==> config.mk <==
export PLATFORM = sky130hd
export DESIGN_NAME = pixel_accessibility_recolor
export DESIGN_NICKNAME = d
export VERILOG_FILES = /design/src/sv/par_pkg.sv /design/src/sv/par_recip.sv /design/src/sv/par_front.sv /design/src/sv/par_queue.sv /design/src/sv/par_back.sv /design/src/sv/pixel_accessibility_recolor.sv
export SDC_FILE = /design/constraint.sdc
export NUM_CORES = 2
export LEC_CHECK = 0
export BUFFER_PORTS_ARGS = -buffer_cell sky130_fd_sc_hd__buf_4
export CAP_MARGIN = 20
export CORE_MARGIN = 2
export CORE_UTILIZATION = 59
export CTS_BUF_LIST = sky130_fd_sc_hd__clkbuf_4 sky130_fd_sc_hd__clkbuf_8
export CTS_CLUSTER_DIAMETER = 50
export DETAILED_ROUTE_END_ITERATION = 10
export PLACE_DENSITY = 0.8
export SETUP_SLACK_MARGIN = 0.02
export SLEW_MARGIN = 30
export SYNTH_ARGS = -nofsm -noshare
export SYNTH_HDL_FRONTEND = slang
export SYNTH_SLANG_ARGS = --single-unit
==> constraint.sdc <==
create_clock -name clk -period 9.6 [get_ports clk]
set_clock_uncertainty 0.05 [all_clocks]
set_input_delay 1.44 -clock clk [delete_from_list [all_inputs] [get_ports clk]]
set_output_delay 1.44 -clock clk [all_outputs]
set_load 0.02 [all_outputs]
==> src/sv/par_pkg.sv <==
// ----------------------------------------------------------------------------
// par_pkg: shared types and constants of the pixel accessibility recolor
// Register indexes, mode codes, the queue item and the control groups that
// pass between the front end, the queue, the back end and the reciprocal unit.
// ----------------------------------------------------------------------------
`default_nettype none

package par_pkg;

  // Configuration register indexes
  localparam int unsigned   CfgIndexW     = 2;
  localparam logic [1:0]    CFG_MODE      = 2'd0;
  localparam logic [1:0]    CFG_THRESHOLD = 2'd1;
  localparam logic [1:0]    CFG_CONTRAST  = 2'd2;

  // Render mode codes (code 3 behaves as pass through)
  localparam logic [1:0]    MODE_PASS     = 2'd0;
  localparam logic [1:0]    MODE_INVERT   = 2'd1;
  localparam logic [1:0]    MODE_GRAY     = 2'd2;

  // Reset values of the configuration registers
  localparam logic [1:0]    ModeReset      = 2'd0;
  localparam logic [7:0]    ThresholdReset = 8'd127;
  localparam logic [7:0]    ContrastReset  = 8'd2;

  // Reciprocal format: floor(2^RecipShift / d), d in 1..255
  localparam int unsigned   RecipShift = 16;
  localparam int unsigned   RecipW     = RecipShift + 1;
  localparam int unsigned   CntW       = $clog2(RecipShift + 1);
  // Numerator of the remap division, at most 128*254
  localparam int unsigned   NumW       = 15;

  // Depth of the queue between front and back
  localparam int unsigned   QueueDepth = 4;

  // Where the gray level sits against the midpoint
  typedef enum logic [1:0] {
    BR_EQUAL = 2'd0,
    BR_ABOVE = 2'd1,
    BR_BELOW = 2'd2
  } branch_t;

  // One classified item on its way to the back end
  typedef struct packed {
    logic        gray;       // 1: build a gray pixel from level
    logic [31:0] pixel;      // finished pixel for pass and invert
    logic        frame_end;
    logic [7:0]  level;      // raw gray level
    branch_t     branch;
  } par_item_t;

  // Reciprocal unit status and results
  typedef struct packed {
    logic              busy;
    logic [RecipW-1:0] rhi;  // for divisor bw_threshold (255 - midpoint)
    logic [RecipW-1:0] rlo;  // for divisor midpoint
  } par_recip_t;

  // Queue status
  typedef struct packed {
    logic full;
    logic empty;
  } par_qstat_t;

endpackage

`default_nettype wire

==> src/sv/par_recip.sv <==
// ----------------------------------------------------------------------------
// par_recip: reciprocal builder
// Restoring division of 2^16 by bw_threshold and then by 255 - bw_threshold,
// one quotient bit per cycle. Starts after reset and after a threshold write.
// ----------------------------------------------------------------------------
`default_nettype none

module par_recip (
  input  wire logic                clk,
  input  wire logic                rst_n,
  input  wire logic                start,
  input  wire logic [7:0]          thr,
  output par_pkg::par_recip_t      recip
);

  localparam logic [par_pkg::CntW-1:0] CntTop = par_pkg::CntW'(par_pkg::RecipShift);

  logic                       busy_r, busy_nxt;
  logic                       phase_r, phase_nxt;
  logic [par_pkg::CntW-1:0]   cnt_r, cnt_nxt;
  logic [7:0]                 rem_r, rem_nxt;
  logic [par_pkg::RecipW-1:0] quo_r, quo_nxt;
  logic [par_pkg::RecipW-1:0] rhi_r, rhi_nxt;
  logic [par_pkg::RecipW-1:0] rlo_r, rlo_nxt;

  logic [7:0]                 divisor;
  logic                       dividend_bit;
  logic [8:0]                 rem_sh;
  logic [7:0]                 rem_sub;
  logic                       ge;
  logic [par_pkg::RecipW-1:0] quo_step;

  // One restoring step; the remainder stays below the divisor
  always_comb begin
    divisor      = phase_r ? (8'd255 - thr) : thr;
    dividend_bit = (cnt_r == CntTop);
    rem_sh       = {rem_r, dividend_bit};
    ge           = (rem_sh >= {1'b0, divisor});
    rem_sub      = ge ? 8'(rem_sh - {1'b0, divisor}) : rem_sh[7:0];
    quo_step     = {quo_r[par_pkg::RecipW-2:0], ge};
  end

  // Sequence both divisions
  always_comb begin
    busy_nxt  = busy_r;
    phase_nxt = phase_r;
    cnt_nxt   = cnt_r;
    rem_nxt   = rem_r;
    quo_nxt   = quo_r;
    rhi_nxt   = rhi_r;
    rlo_nxt   = rlo_r;
    priority if (start) begin
      busy_nxt  = 1'b1;
      phase_nxt = 1'b0;
      cnt_nxt   = CntTop;
      rem_nxt   = '0;
      quo_nxt   = '0;
    end else if (busy_r) begin
      if (cnt_r == '0) begin
        if (!phase_r) begin
          rhi_nxt   = quo_step;
          phase_nxt = 1'b1;
          cnt_nxt   = CntTop;
          rem_nxt   = '0;
          quo_nxt   = '0;
        end else begin
          rlo_nxt  = quo_step;
          busy_nxt = 1'b0;
        end
      end else begin
        cnt_nxt = cnt_r - 1'b1;
        rem_nxt = rem_sub;
        quo_nxt = quo_step;
      end
    end else begin
      // Idle: hold the reciprocals
      busy_nxt = 1'b0;
    end
  end

  always_ff @(posedge clk) begin
    if (!rst_n) begin
      busy_r  <= 1'b1;
      phase_r <= 1'b0;
      cnt_r   <= CntTop;
      rem_r   <= '0;
      quo_r   <= '0;
    end else begin
      busy_r  <= busy_nxt;
      phase_r <= phase_nxt;
      cnt_r   <= cnt_nxt;
      rem_r   <= rem_nxt;
      quo_r   <= quo_nxt;
    end
  end

  // Results hold between rebuilds
  always_ff @(posedge clk) begin
    rhi_r <= rhi_nxt;
    rlo_r <= rlo_nxt;
  end

  assign recip.busy = busy_r;
  assign recip.rhi  = rhi_r;
  assign recip.rlo  = rlo_r;

endmodule

`default_nettype wire

==> src/sv/par_front.sv <==
// ----------------------------------------------------------------------------
// par_front: input stage
// Accepts pixels, finishes pass and invert items, and for gray mode works
// out the gray level and where it lies against the midpoint.
// ----------------------------------------------------------------------------
`default_nettype none

module par_front (
  input  wire logic               clk,
  input  wire logic               rst_n,
  input  wire logic               in_valid,
  output wire logic               in_ready,
  input  wire logic [31:0]        in_pixel,
  input  wire logic               in_frame_end,
  input  wire logic [1:0]         mode,
  input  wire logic [7:0]         thr,
  input  wire logic               recip_busy,
  input  wire logic               q_full,
  output wire logic               push,
  output par_pkg::par_item_t      push_item
);

  logic                f_valid_r, f_valid_nxt;
  par_pkg::par_item_t  f_item_r, f_item_nxt;

  logic [7:0]  red, grn, blu;
  logic [12:0] luma_sum;
  logic [7:0]  level;
  logic [7:0]  mid;
  logic        accept;

  assign push     = f_valid_r && !q_full;
  assign in_ready = !recip_busy && (!f_valid_r || push);
  assign accept   = in_valid && in_ready;

  // Gray level (11R + 16G + 5B) / 32 by shifts and adds
  always_comb begin
    red      = in_pixel[23:16];
    grn      = in_pixel[15:8];
    blu      = in_pixel[7:0];
    luma_sum = ({5'd0, red} << 3) + ({5'd0, red} << 1) + {5'd0, red}
             + ({5'd0, grn} << 4)
             + ({5'd0, blu} << 2) + {5'd0, blu};
    level    = luma_sum[12:5];
    mid      = 8'd255 - thr;
  end

  // Classify the item
  always_comb begin
    f_item_nxt.pixel     = in_pixel;
    f_item_nxt.frame_end = in_frame_end;
    f_item_nxt.level     = level;
    f_item_nxt.gray      = 1'b0;
    priority if (level > mid) begin
      f_item_nxt.branch = par_pkg::BR_ABOVE;
    end else if (level < mid) begin
      f_item_nxt.branch = par_pkg::BR_BELOW;
    end else begin
      f_item_nxt.branch = par_pkg::BR_EQUAL;
    end
    unique case (mode)
      par_pkg::MODE_INVERT: f_item_nxt.pixel = in_pixel ^ 32'h00FF_FFFF;
      par_pkg::MODE_GRAY:   f_item_nxt.gray  = 1'b1;
      default:              f_item_nxt.pixel = in_pixel;
    endcase
  end

  // Hold the item until the queue takes it
  always_comb begin
    f_valid_nxt = f_valid_r;
    priority if (accept) begin
      f_valid_nxt = 1'b1;
    end else if (push) begin
      f_valid_nxt = 1'b0;
    end else begin
      f_valid_nxt = f_valid_r;
    end
  end

  always_ff @(posedge clk) begin
    if (!rst_n) begin
      f_valid_r <= 1'b0;
    end else begin
      f_valid_r <= f_valid_nxt;
    end
  end

  always_ff @(posedge clk) begin
    if (accept) begin
      f_item_r <= f_item_nxt;
    end
  end

  assign push_item = f_item_r;

endmodule

`default_nettype wire

==> src/sv/par_queue.sv <==
// ----------------------------------------------------------------------------
// par_queue: item queue between front and back
// Small register FIFO; lets either side stall without stopping the other.
// ----------------------------------------------------------------------------
`default_nettype none

module par_queue (
  input  wire logic                  clk,
  input  wire logic                  rst_n,
  input  wire logic                  push,
  input  wire par_pkg::par_item_t    push_item,
  input  wire logic                  pop,
  output par_pkg::par_item_t         head,
  output par_pkg::par_qstat_t        stat
);

  localparam int unsigned Depth = par_pkg::QueueDepth;
  localparam int unsigned PtrW  = $clog2(Depth);
  localparam int unsigned CntQW = $clog2(Depth + 1);

  par_pkg::par_item_t  mem_r [Depth];
  logic [PtrW-1:0]     wr_ptr_r, wr_ptr_nxt;
  logic [PtrW-1:0]     rd_ptr_r, rd_ptr_nxt;
  logic [CntQW-1:0]    count_r, count_nxt;
  logic                do_push, do_pop;

  assign stat.full  = (count_r == CntQW'(Depth));
  assign stat.empty = (count_r == '0);
  assign do_push    = push && !stat.full;
  assign do_pop     = pop && !stat.empty;
  assign head       = mem_r[rd_ptr_r];

  // Advance pointers and fill count
  always_comb begin
    wr_ptr_nxt = wr_ptr_r;
    rd_ptr_nxt = rd_ptr_r;
    count_nxt  = count_r;
    if (do_push) begin
      wr_ptr_nxt = (wr_ptr_r == PtrW'(Depth - 1)) ? '0 : wr_ptr_r + 1'b1;
    end
    if (do_pop) begin
      rd_ptr_nxt = (rd_ptr_r == PtrW'(Depth - 1)) ? '0 : rd_ptr_r + 1'b1;
    end
    unique case ({do_push, do_pop})
      2'b10:   count_nxt = count_r + 1'b1;
      2'b01:   count_nxt = count_r - 1'b1;
      default: count_nxt = count_r;
    endcase
  end

  always_ff @(posedge clk) begin
    if (!rst_n) begin
      wr_ptr_r <= '0;
      rd_ptr_r <= '0;
      count_r  <= '0;
    end else begin
      wr_ptr_r <= wr_ptr_nxt;
      rd_ptr_r <= rd_ptr_nxt;
      count_r  <= count_nxt;
    end
  end

  always_ff @(posedge clk) begin
    if (do_push) begin
      mem_r[wr_ptr_r] <= push_item;
    end
  end

endmodule

`default_nettype wire

==> src/sv/par_back.sv <==
// ----------------------------------------------------------------------------
// par_back: remap pipeline and output register
// Divides by the midpoint terms through stored reciprocals with one
// correction step, applies the contrast stretch and clamp, builds the pixel.
// ----------------------------------------------------------------------------
`default_nettype none

module par_back (
  input  wire logic                  clk,
  input  wire logic                  rst_n,
  input  wire par_pkg::par_item_t    head,
  input  wire par_pkg::par_qstat_t   qstat,
  output wire logic                  pop,
  input  wire logic [7:0]            thr,
  input  wire logic [7:0]            con,
  input  wire par_pkg::par_recip_t   recip,
  output wire logic                  out_valid,
  input  wire logic                  out_ready,
  output wire logic [31:0]           out_pixel,
  output wire logic                  out_frame_end
);

  localparam int unsigned RW = par_pkg::RecipW;
  localparam int unsigned NW = par_pkg::NumW;
  localparam int unsigned PW = NW + RW;

  logic       advance;
  logic [7:0] mid;

  // Stage registers
  logic                s1_valid_r, s2_valid_r, s3_valid_r, s4_valid_r, s5_valid_r;
  par_pkg::par_item_t  s1_item_r, s2_item_r, s3_item_r, s4_item_r, s5_item_r;
  logic [NW-1:0]       s1_num_r, s2_num_r, s3_num_r;
  logic [RW-1:0]       s1_rcp_r;
  logic [7:0]          s1_div_r, s2_div_r, s3_div_r;
  logic [PW-1:0]       s2_prod_r;
  logic [7:0]          s3_q0_r;
  logic [15:0]         s3_qd_r;
  logic [7:0]          s4_level_r, s5_level_r;
  logic signed [17:0]  s5_prod_r;

  logic                out_valid_r, out_valid_nxt;
  logic [31:0]         out_pixel_r, out_pixel_nxt;
  logic                out_frame_end_r;

  // Stage 1 terms
  logic [7:0]          diff_hi;
  logic [NW-1:0]       num_hi, num_lo, s1_num_nxt;
  logic [RW-1:0]       s1_rcp_nxt;
  logic [7:0]          s1_div_nxt;
  // Stage 4 terms
  logic [15:0]         rem;
  logic [7:0]          q_fix;
  logic [7:0]          s4_level_nxt;
  // Stage 5 terms
  logic signed [9:0]   lvl_diff;
  logic signed [19:0]  con_prod;
  // Output stage terms
  logic signed [17:0]  prod_adj;
  logic signed [17:0]  half;
  logic signed [18:0]  stretched;
  logic [7:0]          final_level;

  assign mid     = 8'd255 - thr;
  assign advance = !out_valid_r || out_ready;
  assign pop     = advance && !qstat.empty;

  // Pick numerator, reciprocal and divisor by branch
  always_comb begin
    diff_hi = head.level - mid;
    num_hi  = ({7'd0, diff_hi} << 7) - {7'd0, diff_hi};
    num_lo  = {head.level, 7'd0};
    unique case (head.branch)
      par_pkg::BR_ABOVE: begin
        s1_num_nxt = num_hi;
        s1_rcp_nxt = recip.rhi;
        s1_div_nxt = thr;
      end
      par_pkg::BR_BELOW: begin
        s1_num_nxt = num_lo;
        s1_rcp_nxt = recip.rlo;
        s1_div_nxt = mid;
      end
      default: begin
        s1_num_nxt = '0;
        s1_rcp_nxt = '0;
        s1_div_nxt = '0;
      end
    endcase
  end

  // Correct the estimated quotient and place it around the midpoint
  always_comb begin
    rem   = {1'b0, s3_num_r} - s3_qd_r;
    q_fix = s3_q0_r + ((rem >= {8'd0, s3_div_r}) ? 8'd1 : 8'd0);
    unique case (s3_item_r.branch)
      par_pkg::BR_ABOVE: s4_level_nxt = 8'd128 + q_fix;
      par_pkg::BR_BELOW: s4_level_nxt = q_fix;
      default:           s4_level_nxt = s3_item_r.level;
    endcase
  end

  // Contrast product
  always_comb begin
    lvl_diff = $signed({2'b00, s4_level_r}) - $signed({2'b00, mid});
    con_prod = $signed({2'b00, con}) * lvl_diff;
  end

  // Halve toward zero, recenter, clamp, build the pixel
  always_comb begin
    prod_adj  = s5_prod_r + $signed({17'd0, s5_prod_r[17]});
    half      = prod_adj >>> 1;
    stretched = $signed({half[17], half}) + $signed({11'd0, mid});
    priority if (con <= 8'd2) begin
      final_level = s5_level_r;
    end else if (stretched < 0) begin
      final_level = 8'd0;
    end else if (stretched > 19'sd255) begin
      final_level = 8'd255;
    end else begin
      final_level = stretched[7:0];
    end
    out_pixel_nxt = s5_item_r.gray
                  ? {8'hFF, final_level, final_level, final_level}
                  : s5_item_r.pixel;
    out_valid_nxt = advance ? s5_valid_r : out_valid_r;
  end

  // Valid bits shift on advance
  always_ff @(posedge clk) begin
    if (!rst_n) begin
      s1_valid_r  <= 1'b0;
      s2_valid_r  <= 1'b0;
      s3_valid_r  <= 1'b0;
      s4_valid_r  <= 1'b0;
      s5_valid_r  <= 1'b0;
      out_valid_r <= 1'b0;
    end else begin
      if (advance) begin
        s1_valid_r <= !qstat.empty;
        s2_valid_r <= s1_valid_r;
        s3_valid_r <= s2_valid_r;
        s4_valid_r <= s3_valid_r;
        s5_valid_r <= s4_valid_r;
      end
      out_valid_r <= out_valid_nxt;
    end
  end

  // Payload moves with the valid bits
  always_ff @(posedge clk) begin
    if (advance) begin
      s1_item_r       <= head;
      s1_num_r        <= s1_num_nxt;
      s1_rcp_r        <= s1_rcp_nxt;
      s1_div_r        <= s1_div_nxt;

      s2_item_r       <= s1_item_r;
      s2_num_r        <= s1_num_r;
      s2_div_r        <= s1_div_r;
      s2_prod_r       <= {{RW{1'b0}}, s1_num_r} * {{NW{1'b0}}, s1_rcp_r};

      s3_item_r       <= s2_item_r;
      s3_num_r        <= s2_num_r;
      s3_div_r        <= s2_div_r;
      s3_q0_r         <= s2_prod_r[par_pkg::RecipShift +: 8];
      s3_qd_r         <= {8'd0, s2_prod_r[par_pkg::RecipShift +: 8]} * {8'd0, s2_div_r};

      s4_item_r       <= s3_item_r;
      s4_level_r      <= s4_level_nxt;

      s5_item_r       <= s4_item_r;
      s5_level_r      <= s4_level_r;
      s5_prod_r       <= con_prod[17:0];

      out_pixel_r     <= out_pixel_nxt;
      out_frame_end_r <= s5_item_r.frame_end;
    end
  end

  assign out_valid     = out_valid_r;
  assign out_pixel     = out_pixel_r;
  assign out_frame_end = out_frame_end_r;

endmodule

`default_nettype wire

==> src/sv/pixel_accessibility_recolor.sv <==
// ----------------------------------------------------------------------------
// pixel_accessibility_recolor: accessibility recolor of an ARGB pixel stream
// Pass through, color inversion, or gray level with threshold remap and
// contrast stretch, selected by configuration registers.
// ----------------------------------------------------------------------------
// Throughput: one pixel per clock through the remap pipeline, while
// out_ready is high and no reciprocal rebuild runs.
// Reset: registers take mode 0, threshold 127, contrast 2; then the
// reciprocal unit rebuilds its two reciprocals, with in_ready low. A
// threshold write starts the same rebuild.
// ----------------------------------------------------------------------------
`default_nettype none

module pixel_accessibility_recolor (
  input  wire logic                            clk,
  input  wire logic                            rst_n,
  // configuration writes
  input  wire logic                            cfg_valid,
  output wire logic                            cfg_ready,
  input  wire logic [par_pkg::CfgIndexW-1:0]   cfg_index,
  input  wire logic [7:0]                      cfg_data,
  // input pixels
  input  wire logic                            in_valid,
  output wire logic                            in_ready,
  input  wire logic [31:0]                     in_pixel,
  input  wire logic                            in_frame_end,
  // result pixels
  output wire logic                            out_valid,
  input  wire logic                            out_ready,
  output wire logic [31:0]                     out_pixel,
  output wire logic                            out_frame_end
);

  logic [1:0] mode_r, mode_nxt;
  logic [7:0] thr_r, thr_nxt;
  logic [7:0] con_r, con_nxt;
  logic       cfg_write;
  logic       thr_write;

  par_pkg::par_recip_t  recip;
  par_pkg::par_qstat_t  qstat;
  par_pkg::par_item_t   push_item;
  par_pkg::par_item_t   head;
  logic                 push;
  logic                 pop;

  assign cfg_ready = 1'b1;
  assign cfg_write = cfg_valid && cfg_ready;
  assign thr_write = cfg_write && (cfg_index == par_pkg::CFG_THRESHOLD);

  // Decode register writes; unknown indexes are dropped
  always_comb begin
    mode_nxt = mode_r;
    thr_nxt  = thr_r;
    con_nxt  = con_r;
    if (cfg_write) begin
      unique case (cfg_index)
        par_pkg::CFG_MODE:      mode_nxt = cfg_data[1:0];
        par_pkg::CFG_THRESHOLD: thr_nxt  = cfg_data;
        par_pkg::CFG_CONTRAST:  con_nxt  = cfg_data;
        default: begin
          mode_nxt = mode_r;
        end
      endcase
    end
  end

  always_ff @(posedge clk) begin
    if (!rst_n) begin
      mode_r <= par_pkg::ModeReset;
      thr_r  <= par_pkg::ThresholdReset;
      con_r  <= par_pkg::ContrastReset;
    end else begin
      mode_r <= mode_nxt;
      thr_r  <= thr_nxt;
      con_r  <= con_nxt;
    end
  end

  par_recip u_recip (
    .clk   (clk),
    .rst_n (rst_n),
    .start (thr_write),
    .thr   (thr_r),
    .recip (recip)
  );

  par_front u_front (
    .clk          (clk),
    .rst_n        (rst_n),
    .in_valid     (in_valid),
    .in_ready     (in_ready),
    .in_pixel     (in_pixel),
    .in_frame_end (in_frame_end),
    .mode         (mode_r),
    .thr          (thr_r),
    .recip_busy   (recip.busy),
    .q_full       (qstat.full),
    .push         (push),
    .push_item    (push_item)
  );

  par_queue u_queue (
    .clk       (clk),
    .rst_n     (rst_n),
    .push      (push),
    .push_item (push_item),
    .pop       (pop),
    .head      (head),
    .stat      (qstat)
  );

  par_back u_back (
    .clk           (clk),
    .rst_n         (rst_n),
    .head          (head),
    .qstat         (qstat),
    .pop           (pop),
    .thr           (thr_r),
    .con           (con_r),
    .recip         (recip),
    .out_valid     (out_valid),
    .out_ready     (out_ready),
    .out_pixel     (out_pixel),
    .out_frame_end (out_frame_end)
  );

  // No pixel enters while the reciprocals are being rebuilt
  a_no_accept_busy: assert property (@(posedge clk) disable iff (!rst_n)
    (in_valid && in_ready) |-> !recip.busy)
    else $error("pixel accepted during reciprocal rebuild");

  // Reset starts a reciprocal rebuild
  a_reset_rebuild: assert property (@(posedge clk)
    !rst_n |=> recip.busy)
    else $error("reciprocal rebuild not started by reset");

  // A rebuild runs its full two divisions before finishing
  a_rebuild_length: assert property (@(posedge clk) disable iff (!rst_n)
    $fell(recip.busy) |-> $past(recip.busy, 33))
    else $error("reciprocal rebuild ended early");

endmodule

`default_nettype wire

==> results_dict.tcl <==
set metrics [dict create \
    setup_viol_count_final 0 \
    io_pins 84 \
    syn_area_um2 39490 \
    dp.cells 3848 \
    syn_area_per_cell_um2 13.30 \
    postCtsSetupBuffers 0 \
    slowest_stage "fa_1" \
    final_util 0.6534 \
    critPathMaxFanout 10 \
    syn_nets 3536 \
    power_leakage_nw 18.10 \
    cts_resized 0 \
    gp_congestion 0.8811 \
    syn_inst 2968 \
    r2r_cells 28 \
    period_minus_slack_ns 7.526 \
    hp-class "reg2reg" \
    route.met3.wl_um 3953 \
    critPathKind "reg2reg" \
    power_density_nw_per_um2 266.9 \
    arrival_ns 7.93 \
    route.detailed.drc 0 \
    start_util 0.5984 \
    synth_edf_count 639 \
    cts_buffers 107 \
    rows 94 \
    pwr-share-clk 0.209 \
    wl_per_cell_um 19.28 \
    nNetsFinal 3661 \
    crit_top_cell "fa_1" \
    hold_viol 0 \
    r2r_end "u_back.s5_prod_r[17]" \
    synth_ff_type "edfxtp_1" \
    die_y_um 262.7 \
    rr_startpoint "thr_r[0]" \
    die_x_um 262.7 \
    internal_power_mw 7.341 \
    relSlewSlack 0.3066 \
    ctsHoldBuffers 0 \
    ctsRootBufferMaster "clkbuf_8" \
    instances_no_fill 4042 \
    cts_tree "built" \
    max_freq_mhz 132.9 \
    ir_drop_mv 0.1471 \
    timing.final.crit_share 0.7840 \
    fin_setup_tns_ns 0 \
    grt_pass1_wl_um 127000 \
    wl_met1_um 31140 \
    htreeDepth 3 \
    place_ws_ns 2.173 \
    p_seq_frac 0.417 \
    clkTransAtPathRegs_ns 0.06 \
    antenna_found_initial 1 \
    clockBufferDepth 3 \
    ant_nets 0 \
    clock_latency_ns 0.73 \
    cp-start-kind "flip-flop" \
    via_count 22651 \
    core_area_um2 65980 \
    syn2layout_area_growth_pct 9.180 \
    grt_usage 0.2328 \
    crit_path_end_kind "flip-flop" \
    dp_hpwl_um 54980 \
    gr-total-overflow 0 \
    rrSetupSlack_ns 2.07 \
    critPathRequiredTime_ns 10.00 \
    rsz0062_at_grt "false" \
    totalWireLength_um 77940 \
    wl_met2_um 40440 \
    ys_seq_area_frac 0.5189 \
    yosysWarnings 0 \
    pwr-share-comb 0.374 \
    grt_max_degree 182 \
    drt_iter0_drc 1406 \
    cts.sinks 704 \
    crit_path_end "u_back.s5_prod_r[17]" \
    synthArstFlopShare 0 \
    viasPerCell 5.604 \
    tightest_slew_ns 1.027 \
    cp-startpoint "thr_r[0]" \
    slew_violations 0 \
    setup_slack_ns 2.074 \
    status "complete, no violations" \
    hold-worst-slack_ns 0.3497 \
    synth_cell_types 84 \
    maxCapViolCount 0 \
    switching_share 0.3620 \
    top_layer_used "met4" \
    drive_gt1_frac 0.1155 \
    firstDrtPassIters 5 \
    port_buffers 82 \
    die_area_um2 69010 \
    switchingPower_mw 4.165 \
    synth-seq-cells 704 \
    grt_pass1_vias 24341 \
    cpPeakStageDelay_ns 0.55 \
]
-- per-layer routing --
layer,track usage,vias up
met4,0.08543,0
li1,-,10458
met5,0,-
met2,0.4127,641
met3,0.03373,165
met1,0.2916,11387
-- synthesized netlist by cell type, types with 18 or more instances --
library cell,number,area [um^2]
edfxtp_1,639,19190
inv_1,424,1592
fa_1,272,5445
ha_1,248,3103
nand2_1,246,923.4
and2_1,193,1207
xnor2_1,111,972.2
nor2_1,77,289.0
clkbuf_1,71,266.5
dfxtp_1,65,1301
a21oi_1,54,270.3
o21ai_0,51,255.2
mux4_2,44,991.0
nor2b_1,44,275.3
a22o_1,34,297.8
mux2i_1,34,340.3
xor2_1,34,297.8
nand2b_1,31,193.9
nand3_1,25,125.1
o2111ai_1,22,192.7
nor3_1,21,105.1
a21o_1,18,135.1
-- metrics by stage --
stage          instance area, um^2  total power [mW]
6_report                     43110             11.51
5_1_grt                      43110             12.31
4_1_cts                      43100             11.58
3_5_place_dp                 40990             9.111
3_3_place_gp                 40990             8.906
2_1_floorplan                39490             7.795
-- worst max-delay path, delay by kind of cell, from the launching register on --
| kind | cells | cell delay (ns) |
|---|---|---|
| buffers and inverters | 5 | 0.36 |
| AND/OR/NAND/NOR | 4 | 0.94 |
| adder cells (fa/ha/maj) | 8 | 3.54 |
| AO/OA/AOI/OAI | 10 | 1.87 |
| XOR/XNOR | 1 | 0.14 |
| flip-flops | 1 | 0.34 |
-- how the worst min path moves through the flow --
| stage | startpoint | to | slack [ns] | cells past startpoint |
|---|---|---|---|---|
| floorplan | u_back.s5_item_r[10] | u_back.out_frame_end | 0.35 | 0 |
| global placement | u_back.s2_item_r[43] | u_back.s3_item_r[43] | 0.35 | 0 |
| detailed placement | u_back.s1_item_r[30] | u_back.s2_item_r[30] | 0.35 | 0 |
| CTS | u_back.s2_num_r[10] | u_back.s3_num_r[10] | 0.36 | 0 |
| global route | u_back.s2_item_r[22] | u_back.s3_item_r[22] | 0.36 | 0 |
| finish | u_back.s2_num_r[10] | u_back.s3_num_r[10] | 0.35 | 0 |
-- layout by cell type (no fill, tap or decap), types with 31 or more instances in the layout --
cell / synthesis / routed
inv_1: 424 / 423
xnor2_1: 111 / 111
a22o_1: 34 / 34
a21oi_1: 54 / 54
clkbuf_8: 0 / 107
mux2i_1: 34 / 34
fa_1: 272 / 272
edfxtp_1: 639 / 639
mux4_2: 44 / 44
o21ai_0: 51 / 51
ha_1: 248 / 248
and2_1: 193 / 192
nor2b_1: 44 / 44
nand2b_1: 31 / 31
buf_4: 1 / 96
dfxtp_1: 65 / 63
nor2_1: 77 / 76
xor2_1: 34 / 34
nand2_1: 246 / 246
-- kinds of logic (layout without fill, tap and decap cells) --
logic type                 count (synthesis)  count (layout)  synth area share
AOI/OAI and AO/OA                        291             291           0.05330
xor gates and xnor gates                 145             145           0.03216
adders and majority gates                520             520            0.2165
buffers and inverters                    508             717           0.04927
DFF                                      704             704            0.5189
muxes                                     92              92           0.03771
other                                      1               2        0.00009497
and+or+nand+nor                          707             707           0.09205
-- sequential cells by signal, summed over array words and instances, names as in the netlist, 16 cells and up, named ones only --
name / count
u_back.s3_qd_r: 16
u_queue.mem_r: 176
u_back.s5_item_r: 34
u_back.s3_item_r: 44
u_back.s1_item_r: 44
u_back.s2_item_r: 44
u_front.push_item: 44
u_recip.rhi_r: 17
u_back.s4_item_r: 34
u_back.s1_rcp_r: 17
u_recip.rlo_r: 17
u_back.out_pixel: 32
u_back.s5_prod_r: 18
u_recip.quo_r: 16
-- power groups by stage --
stage / registers [mW] / logic (mW) / clock network [mW]
2_1_floorplan: 4.61 / 3.18 / 0
3_3_place_gp: 4.81 / 4.10 / 0
3_5_place_dp: 4.85 / 4.26 / 0
4_1_cts: 4.79 / 4.33 / 2.46
5_1_grt: 4.87 / 4.86 / 2.58
6_report: 4.80 / 4.31 / 2.40
-- area by class of cell --
cell class | instances | area, um^2
fillers | 4573 | 22870
flip-flops and latches | 704 | 20490
multi-input cells | 1756 | 17060
clock buffers | 133 | 1668
inverters | 424 | 1595
well taps | 864 | 1081
repair buffers | 100 | 774.5
clock inverters | 60 | 437.9
diodes | 1 | 2.502
(Power assumes the default switching activity.)
